<file path="src/rtl/assert_macros.svh">
// Assertion helpers used by pixelate_block_average.
`ifndef ASSERT_MACROS_SVH
`define ASSERT_MACROS_SVH

// Same-cycle implication, disabled in reset.
`define ASSERT_SAME(label, ante, cons, msg) \
    label: assert property (@(posedge aclk) disable iff (!aresetn) (ante) |-> (cons)) \
        else $error(msg);

// Next-cycle implication, disabled in reset.
`define ASSERT_NEXT(label, ante, cons, msg) \
    label: assert property (@(posedge aclk) disable iff (!aresetn) (ante) |=> (cons)) \
        else $error(msg);

`endif

</file>
<file path="src/rtl/pba_pkg.sv">
`timescale 1ns / 1ps
// ----------------------------------------------------------------------------
// pba_pkg
// Shared constants and types of the block-average pixelation engine.
// ----------------------------------------------------------------------------
package pba_pkg;

    localparam int MAX_WIDTH  = 4096;
    localparam int MAX_BLOCK  = 64;
    localparam int MAX_HEIGHT = 4096;

    localparam int COL_W   = $clog2(MAX_WIDTH);         // column / group index
    localparam int ROW_W   = $clog2(MAX_HEIGHT);
    localparam int BS_W    = 7;                         // block_size register
    localparam int DIM_W   = 13;                        // width / height registers
    localparam int GRP_W   = 14;                        // one group sum per colour
    localparam int SUM_W   = 20;                        // one block sum per colour
    localparam int MEM_W   = 3 * SUM_W;
    localparam int DIV_W   = SUM_W;                     // dividend width
    localparam int DVS_W   = 13;                        // divisor width (bs squared)
    localparam int LANES   = 4;                         // r, g, b, band index
    localparam int CNT_W   = $clog2(DIV_W + 1);

    localparam logic [1:0] REG_BLOCK_SIZE   = 2'd0;
    localparam logic [1:0] REG_IMAGE_WIDTH  = 2'd1;
    localparam logic [1:0] REG_IMAGE_HEIGHT = 2'd2;

    typedef struct packed {
        logic              start;
        logic [DVS_W-1:0]  area;
        logic [BS_W-1:0]   bs;
    } pba_div_req_t;

    typedef struct packed {
        logic busy;
        logic done;
    } pba_div_rsp_t;

endpackage

</file>
<file path="src/rtl/pba_div.sv">
`timescale 1ns / 1ps
// ----------------------------------------------------------------------------
// pba_div
// Restoring divider, one quotient bit per cycle over four lanes: three colour
// sums by the block area, and the row index by the block size.
// ----------------------------------------------------------------------------
module pba_div
    import pba_pkg::*;
(
    input  logic                        aclk,
    input  logic                        aresetn,
    input  pba_div_req_t                req,
    input  logic [LANES-1:0][DIV_W-1:0] dividend,
    output pba_div_rsp_t                rsp,
    output logic [LANES-1:0][DIV_W-1:0] quotient
);

    logic [LANES-1:0][DIV_W-1:0] num_reg;
    logic [LANES-1:0][DVS_W:0]   rem_reg;
    logic [LANES-1:0][DVS_W-1:0] dvs_reg;
    logic [CNT_W-1:0]            cnt_reg;
    logic                        busy_reg;
    logic                        done_reg;

    logic [LANES-1:0][DVS_W:0]   trial;
    logic [LANES-1:0]            fits;

    always_comb begin
        for (int l = 0; l < LANES; l++) begin
            trial[l] = {rem_reg[l][DVS_W-1:0], num_reg[l][DIV_W-1]};
            fits[l]  = trial[l] >= {1'b0, dvs_reg[l]};
        end
    end

    always_ff @(posedge aclk) begin
        if (!aresetn) begin
            busy_reg <= 1'b0;
            done_reg <= 1'b0;
            cnt_reg  <= '0;
        end else begin
            done_reg <= 1'b0;
            if (req.start) begin
                busy_reg <= 1'b1;
                cnt_reg  <= '0;
            end else if (busy_reg) begin
                cnt_reg <= cnt_reg + 1'b1;
                if (cnt_reg == CNT_W'(DIV_W - 1)) begin
                    busy_reg <= 1'b0;
                    done_reg <= 1'b1;
                end
            end
        end
    end

    // quotient bits shift into num_reg as dividend bits shift out
    always_ff @(posedge aclk) begin
        if (req.start) begin
            num_reg <= dividend;
            rem_reg <= '0;
            for (int l = 0; l < LANES - 1; l++) dvs_reg[l] <= req.area;
            dvs_reg[LANES-1] <= DVS_W'(req.bs);
        end else if (busy_reg) begin
            for (int l = 0; l < LANES; l++) begin
                rem_reg[l] <= fits[l] ? trial[l] - {1'b0, dvs_reg[l]} : trial[l];
                num_reg[l] <= {num_reg[l][DIV_W-2:0], fits[l]};
            end
        end
    end

    assign rsp.busy = busy_reg;
    assign rsp.done = done_reg;
    assign quotient = num_reg;

endmodule

</file>
<file path="config.mk">
export PLATFORM = sky130hd
export DESIGN_NAME = pba_div
export DESIGN_NICKNAME = d
export VERILOG_FILES = /design/src/rtl/assert_macros.svh /design/src/rtl/pba_pkg.sv /design/src/rtl/pba_div.sv
export SDC_FILE = /design/constraint.sdc
export NUM_CORES = 1
export LEC_CHECK = 0
export ABC_AREA = 1
export BUFFER_PORTS_ARGS = -buffer_cell sky130_fd_sc_hd__buf_2
export CAP_MARGIN = 20
export CORE_MARGIN = 3
export CORE_UTILIZATION = 52
export DETAILED_ROUTE_END_ITERATION = 12
export MAX_ROUTING_LAYER = met4
export PLACE_DENSITY = 0.75
export SLEW_MARGIN = 30
export SYNTH_ARGS = -nofsm -noshare
export SYNTH_HDL_FRONTEND = slang
export SYNTH_SLANG_ARGS = --single-unit
</file>
<file path="constraint.sdc">
create_clock -name aclk -period 6.55 [get_ports aclk]
set_input_delay 0.9825 -clock aclk [delete_from_list [all_inputs] [get_ports aclk]]
set_output_delay 0.9825 -clock aclk [all_outputs]
set_load 0.005 [all_outputs]
</file>
-- After elaboration in Yosys (flattened, before gate mapping)
Index checks and enable logic that the tools add are counted.
- register bits after elaboration: 159
- bits of input ports: 103
- output and inout bits: 82
- add/subtract/negate cells: 5
- magnitude comparators: 4
- eq/ne operators: 1
- muxes and demuxes: 10
- bitwise gates (word level): 2
- reductions and logical operators: 3
- operator list (kind ; count):
    $mux W80 ; 2
    $mux W13 ; 4
    $ge A14 B13 Y1 ; 3
    $sub A13 B13 Y13 ; 3
    $ge A14 B7 Y1 ; 1
    $sub A13 B7 Y13 ; 1
    $add A5 B1 Y5 const B ; 1
    $eq A5 B5 Y1 const B ; 1
    $mux W1 ; 4
    $reduce_or A3 Y1 ; 1
    $not A1 Y1 ; 2
    $reduce_bool A2 Y1 ; 1
    $reduce_or A2 Y1 ; 1

-- Depth between registers and ports, before layout
Gate-level depths: netlist (run 1).
- depth in word-level cells: 4
- depth in mapped cells: 14
- gate-level depth less buffers: 13

-- Worst setup path before layout (run 1)
No wires, ideal clock.
- kind: in2reg
- start: in req[20] in the netlist's numbering
- end: reg num_reg (netlist bit quotient[0]) (enable)
- library setup time: 437 ps
- data arrival time: 3014 ps
- setup slack: 3099 ps
- cell stages on the path: 3
- buffers on the path: 1
- cell sequence: clkbuf_1 -> nor2_2 -> inv_1
- longest elaborated chain between the ends: 1
- RTL lines (what ; RTL line ; text):
    start: declaration ; pba_div.sv:12 ; input pba_div_req_t req,
    $reduce_bool A2 Y1 (no source line) ; - ;
    end signal: assignment ; pba_div.sv:58 ; num_reg <= dividend;
    end signal: indexed assignment ; pba_div.sv:65 ; num_reg[l] <= {num_reg[l][DIV_W-2:0], fits[l]};
    end: declaration ; pba_div.sv:18 ; logic [LANES-1:0][DIV_W-1:0] num_reg;
Every way passes these cells.
A chain may end at the register's enable or synchronous reset.

-- Worst setup path in the final report (run 1)
- start: in req[20] in the netlist's numbering
- end: reg num_reg (netlist bit quotient[59]) (enable)
The elaborated chain is that of the path after synthesis.

==> qor_table.md, run 1 <==
| Quantity | This run |
| --- | --- |
| Req. time, crit path | 6.65 ns |
| Number of warnings issued by yosys | 0 |
| Setup Fix Bufs, Post-CTS | 0 |
| Kind of capture point of the worst setup path | flop |
| Setup Slack @ Placement | 3.20 ns |
| Io pins | 185 |
| Number of maximum-capacitance violations | 0 |
| Max FFs per register | 80 |
| Worst-case clock buffer depth | 2 |
| Number of placement rows | 49 |
| Initial standard-cell utilization of the core | 0.539 |
| Total vias in the final route | 8,963 |
| Gate count of the mapped netlist | 1,339 |
| Switching component of the power | 0.884 mW |
| Number of antenna violations at the first check in global routing | 1 |
| Smallest setup slack after layout | 3.64 ns |
| Seq cells post-synth | 159 |
| Clock sinks | 159 |
| Internal power | 1.93 mW |
| Antenna viol nets, final | 0 |
| Total congestion overflow | 0 |
| Clock share of power | 0.349 |
| Measured slew at the worst slew-check pin | 0.797 ns |
| Layout cell share with drive strength beyond 1 | 0.190 |
| Core area | 18,300 um^2 |
| Post-DP HPWL | 18.8 mm |
| Most instantiated flip-flop cell in the synthesis netlist | edfxtp_1 |
| Synth cell count leaders | 575 x nand2_1, 181 x inv_1, 100 x edfxtp_1, 90 x nand3_1, 59 x dfxtp_1 |
| Critical Path Start Type | input pin |
| Top-area cell type share of the netlist area | 0.304 |
| Global-route wire length before repair | 41.8 mm |
| TritonCTS Buffers | 17 |
| Number of enable flip-flop cells after synthesis | 100 |
| Total Negative Setup Slacks | 0 ns |
| Critical Setup Path Class | input pin to flop |
| Part of the total power dissipated in combinational logic | 0.217 |
| Highest achievable clock rate | 344 MHz |
| Worst path arrival time | 3.01 ns |
| Leakage power of the design | 6.08 nW |
| Finish-stage setup viols | 0 |
| Die Span X | 144 um |
| Max Fanout on Critical Path | 50 |
| Clock tree from TritonCTS | built |
| Worst-case hold slack | 0.475 ns |
| Max-slew violation count | 0 |
| Final Cycle Share | 0.444 |
| Post-layout min period | 2.91 ns |
| Slew HR | 0.469 |
| Mean instance size in the synthesized netlist | 7.37 um^2 |
| Length of the first detailed-routing pass in iterations | 6 |
| Clock-pin slew reported for the worst setup and hold paths after clock tree synthesis | 0.06 ns |
| Via-to-Cell Ratio | 5.13 |
| Synth Net Count | 1,493 |
| Synth area leader | edfxtp_1 |
| Cell at the root of the clock tree | clkbuf_16 |
| Synthesized cell area | 9870 um^2 |
| Largest net degree at the start of global routing | 83 |
| Final cell count without fillers | 1,748 |
| Proportion of total power due to net switching | 0.314 |
| Net count of the finished layout | 1,659 |
| Starting DRC count in detailed routing | 555 |
| Register area share after synthesis | 0.424 |
| Later-pin clock latency in the skew report | 0.43 ns |
| Share of async-settable or async-resettable flops after synthesis | 0 |
| Die height | 144 um |
| GP Congestion | 0.899 |
| Via count of the first global-routing pass | 8,459 |
| Cell with the most instances after synthesis | nand2_1 |
| DRC violations left | 0 |
| Number of levels the H-tree was split into | 4 |
| Most area-consuming cells after synthesis | edfxtp_1 30%, nand2_1 22%, dfxtp_1 12% |
| P per Cell Area | 244 nW/um^2 |
| Placed cell count | 1,715 |
| Count of cells resized by post-cts repair | 0 |
| Maximum vdd drop | 0.189 mV |
| Worst clock skew on the final layout | 0.00886 ns |
| Synthesis-to-layout area growth | 16.9% |
| Classification of the worst-slack hold path | flop to flop |
| Die footprint | 20,700 um^2 |
| Number of buffers inserted by hold repair at cts | 0 |
| PnR Total Power | 2.82 mW |
| Average wire length per cell after detail routing | 14.6 um |
| Seq pwr share | 0.434 |
| Count of different cell masters after synthesis | 41 |
| Final-report hold violation count | 0 |
| Outcome | completed |
| GRT Overall Usage | 0.263 |
| RSZ-0062 raised after global routing | false |
| Routed wire length | 25.5 mm |
| Port buffer count | 184 |
[kinds of logic after synthesis]
kind of cell,share of synthesized area
compound gates,0.0286
xor+xnor,0.0240
fa+ha+maj,0.0677
buf+inv,0.0969
flops,0.424
simple gates,0.359
[layout by cell type (no fill, tap or decap), types with 3 or more instances in the layout]
| cell type | instances |
|---|---|
| a21oi_1 | 18 |
| a21oi_2 | 3 |
| buf_2 | 183 |
| buf_4 | 5 |
| clkbuf_16 | 17 |
| clkinv_4 | 3 |
| dfxtp_1 | 59 |
| edfxtp_1 | 100 |
| fa_1 | 4 |
| ha_1 | 47 |
| inv_1 | 179 |
| inv_2 | 13 |
| inv_6 | 3 |
| inv_8 | 5 |
| nand2_1 | 575 |
| nand2_2 | 17 |
| nand3_1 | 90 |
| nand3_2 | 12 |
| nand3_4 | 3 |
| nand4_1 | 48 |
| nor2_1 | 45 |
| nor2_2 | 11 |
| nor2_4 | 4 |
| nor3_1 | 4 |
| o21ai_0 | 13 |
| o21ai_1 | 5 |
| xnor2_1 | 19 |
| xor2_1 | 8 |
[through the flow]
stage | utilization | instance area (um^2)
floorplan | - | 9870
global placement | 0.595 | 10900
detailed placement | 0.598 | 11000
CTS | 0.629 | 11500
global route | 0.629 | 11500
finish | 0.629 | 11500
[metal layers]
metal	wire length, um	global-route usage	vias to the layer above
met5	0	-	-
met4	510	0.0768	0
met3	1790	0.0502	34
met2	12000	0.420	320
met1	11200	0.343	4041
li1	-	-	4568
[final cells by class]
type                            count  area [um^2]
Timing Repair Buffer              190         1010
Multi-Input combinational cell    942         4740
Antenna cell                        1         2.50
Fill cell                        1647         6790
Tap cell                          229          287
Inverter                          195          736
Clock buffer                       18          429
Clock inverter                     14          148
Sequential cell                   159         4180
[power by group through the flow]
stage,combinational [mW],clock (mW),sequential [mW]
final,0.611,0.983,1.22
after global routing,0.695,1.04,1.23
after CTS,0.611,0.997,1.22
after detailed placement,0.606,0,1.24
after global placement,0.589,0,1.24
after floorplan,0.415,0,1.23
[path summary, 6_finish.rpt]
path,endpoint,start,cells after the start,slack (ns)
worst max-delay path,quotient[59],req[20],5,3.64
worst min-delay path,rem_reg[11],rem_reg[11],2,0.47
worst max register to register,quotient[59],busy_reg,4,3.95
worst min register to register,rem_reg[11],rem_reg[11],2,0.47
[critical path, cell delays in order]
cell and delay (ns):
buf_4 0.24, nor2_4 0.11, buf_4 0.44, clkinv_2 0.64
buf_4 0.55
(Power assumes the default switching activity.)
==> inputs of run 2 (changes only) <==
==> constraint.sdc (replaced) <==
create_clock -name aclk -period 3 [get_ports aclk]
set_input_delay 0.45 -clock aclk [delete_from_list [all_inputs] [get_ports aclk]]
set_output_delay 0.45 -clock aclk [all_outputs]
set_load 0.005 [all_outputs]
==> qor_table.md, run 2 (synthesis gave the netlist of run 1 again) <==
| Quantity | This run |
| --- | --- |
| Number of maximum-capacitance violations | 0 |
| Hold Path Origin | req[13] |
| DRC violations left | 0 |
| Placed cell count | 1,719 |
| Average wire length per cell after detail routing | 15.1 um |
| Later-pin clock latency in the skew report | 0.43 ns |
| Number of levels the H-tree was split into | 4 |
| Worst-case hold slack | 0.188 ns |
| Worst-case clock buffer depth | 2 |
| P per Cell Area | 535 nW/um^2 |
| Total Negative Setup Slacks | 0 ns |
| Clock tree from TritonCTS | built |
| Area used by multi-input combinational logic | 4740 um^2 |
| Startpoint of the worst register-to-register path | dvs_reg[35] |
| Setup Fix Bufs, Post-CTS | 0 |
| Most common library cell in the layout ignoring fill and taps | nand2_1 |
| Length of the first detailed-routing pass in iterations | 8 |
| Antenna cells | 0 |
| Die height | 144 um |
| TritonCTS Buffers | 17 |
| Max-slew violation count | 0 |
| GP Congestion | 0.954 |
| Max Fanout on Critical Path | 17 |
| Post-DP HPWL | 20.1 mm |
| Total congestion overflow | 0 |
| Finish-stage setup viols | 0 |
| Classification of the worst-slack hold path | input pin to flop |
| Highest-count cells in the layout ignoring fill and taps | 575 x nand2_1, 183 x buf_2, 179 x inv_1, 100 x edfxtp_1, 90 x nand3_1 |
| Sequential cell area | 4180 um^2 |
| Worst clock skew on the final layout | 0.00717 ns |
| Count of cells resized by post-cts repair | 0 |
| Layout Cell Area excl Fill | 11,600 um^2 |
| Final Cycle Share | 0.782 |
| Routed wire length | 26.4 mm |
| Number of instances on the worst hold path | 1 |
| Maximum vdd drop | 0.393 mV |
| Die Span X | 144 um |
| Final cell count without fillers | 1,751 |
| Layout fillers | 1,624 |
| Number of buffers inserted by hold repair at cts | 0 |
| Via-to-Cell Ratio | 5.07 |
| Max FFs per register | 80 |
| Core area | 18,300 um^2 |
| Leakage power of the design | 6.10 nW |
| Antenna viol nets, final | 0 |
| Count of cells along the worst register-to-register path | 10 |
| Largest net degree at the start of global routing | 84 |
| Starting DRC count in detailed routing | 528 |
| Critical Path Start Type | flop |
| Via count of the first global-routing pass | 8,498 |
| Io pins | 185 |
| Layout cell share with drive strength beyond 1 | 0.194 |
| Kind of capture point of the worst setup path | flop |
| Number of placement rows | 49 |
| First element of the critical path | dvs_reg[35] |
| Cell at the root of the clock tree | clkbuf_16 |
| Final core utilization | 0.631 |
| Die footprint | 20,700 um^2 |
| Req. time, crit path | 3.19 ns |
| Net count of the finished layout | 1,663 |
| Number of antenna violations at the first check in global routing | 0 |
| Post-layout min period | 2.35 ns |
| Measured slew at the worst slew-check pin | 0.889 ns |
| Critical Setup Path Class | flop to flop |
| Synthesis-to-layout area growth | 17.2% |
| Worst path arrival time | 2.54 ns |
| RSZ-0062 raised after global routing | false |
| Global-route wire length before repair | 42.8 mm |
| Outcome | completed |
| Slew HR | 0.407 |
| GRT Overall Usage | 0.271 |
| Total vias in the final route | 8,871 |
| Highest achievable clock rate | 426 MHz |
| Clock-pin slew reported for the worst setup and hold paths after clock tree synthesis | 0.07 ns |
| Clock sinks | 159 |
| Final-report hold violation count | 0 |
| Port buffer count | 184 |
| Initial standard-cell utilization of the core | 0.539 |
| Placement-stage cell area | 11,000 um^2 |
-- run 2: cell types whose count changed in the layout (fill, tap and decap cells not counted), sizes merged --
cell / delta
clkinv: +1
diode: -1
buf: +4
bufinv: -1
clkinvlp: +1
clkbuf: -1
-- run 2: routing by layer --
metal,track usage,part of all wire,vias to the layer above
li1,-,-,4583
met1,0.340,0.44,3946
met2,0.438,0.48,305
met3,0.0686,0.066,37
met4,0.0738,0.023,0
met5,-,0,-
-- run 2: cell type report --
cell class / count / area share
flip-flops and latches: 159 / 0.361
multi-input cells: 942 / 0.410
well taps: 229 / 0.0248
clock buffers: 17 / 0.0367
repair buffers: 194 / 0.0895
clock inverters: 15 / 0.0142
inverters: 195 / 0.0636
-- run 2: critical path, cell delays in order, from the launching register on --
cell and delay [ns]:
edfxtp_1 0.37, inv_1 0.13, ha_1 0.30, nand2_1 0.14
inv_2 0.05, nand2_1 0.06, nand2_1 0.07, a21oi_2 0.46
nand3_4 0.34, nand2_1 0.13, nand2_1 0.05
-- run 2: power by group --
part	switching [mW]	internal [mW]	total (mW)
clock network	1.08	1.12	2.20
registers	0.122	2.54	2.66
logic	0.829	0.503	1.33
total	2.03	4.16	6.20
-- run 2: final timing paths --
path | endpoint | slack, ns
max | quotient[0] | 0.65
min | dvs_reg[32] | 0.19
max reg2reg | quotient[0] | 0.65
min reg2reg | rem_reg[12] | 0.47
-- run 2: per-stage QoR --
step	power [mW]	setup slack [ns]
6_report	6.20	0.654
5_1_grt	6.51	0.423
4_1_cts	6.22	0.684
3_5_place_dp	4.03	0.693
3_3_place_gp	4.01	0.749
2_1_floorplan	3.60	0.0813
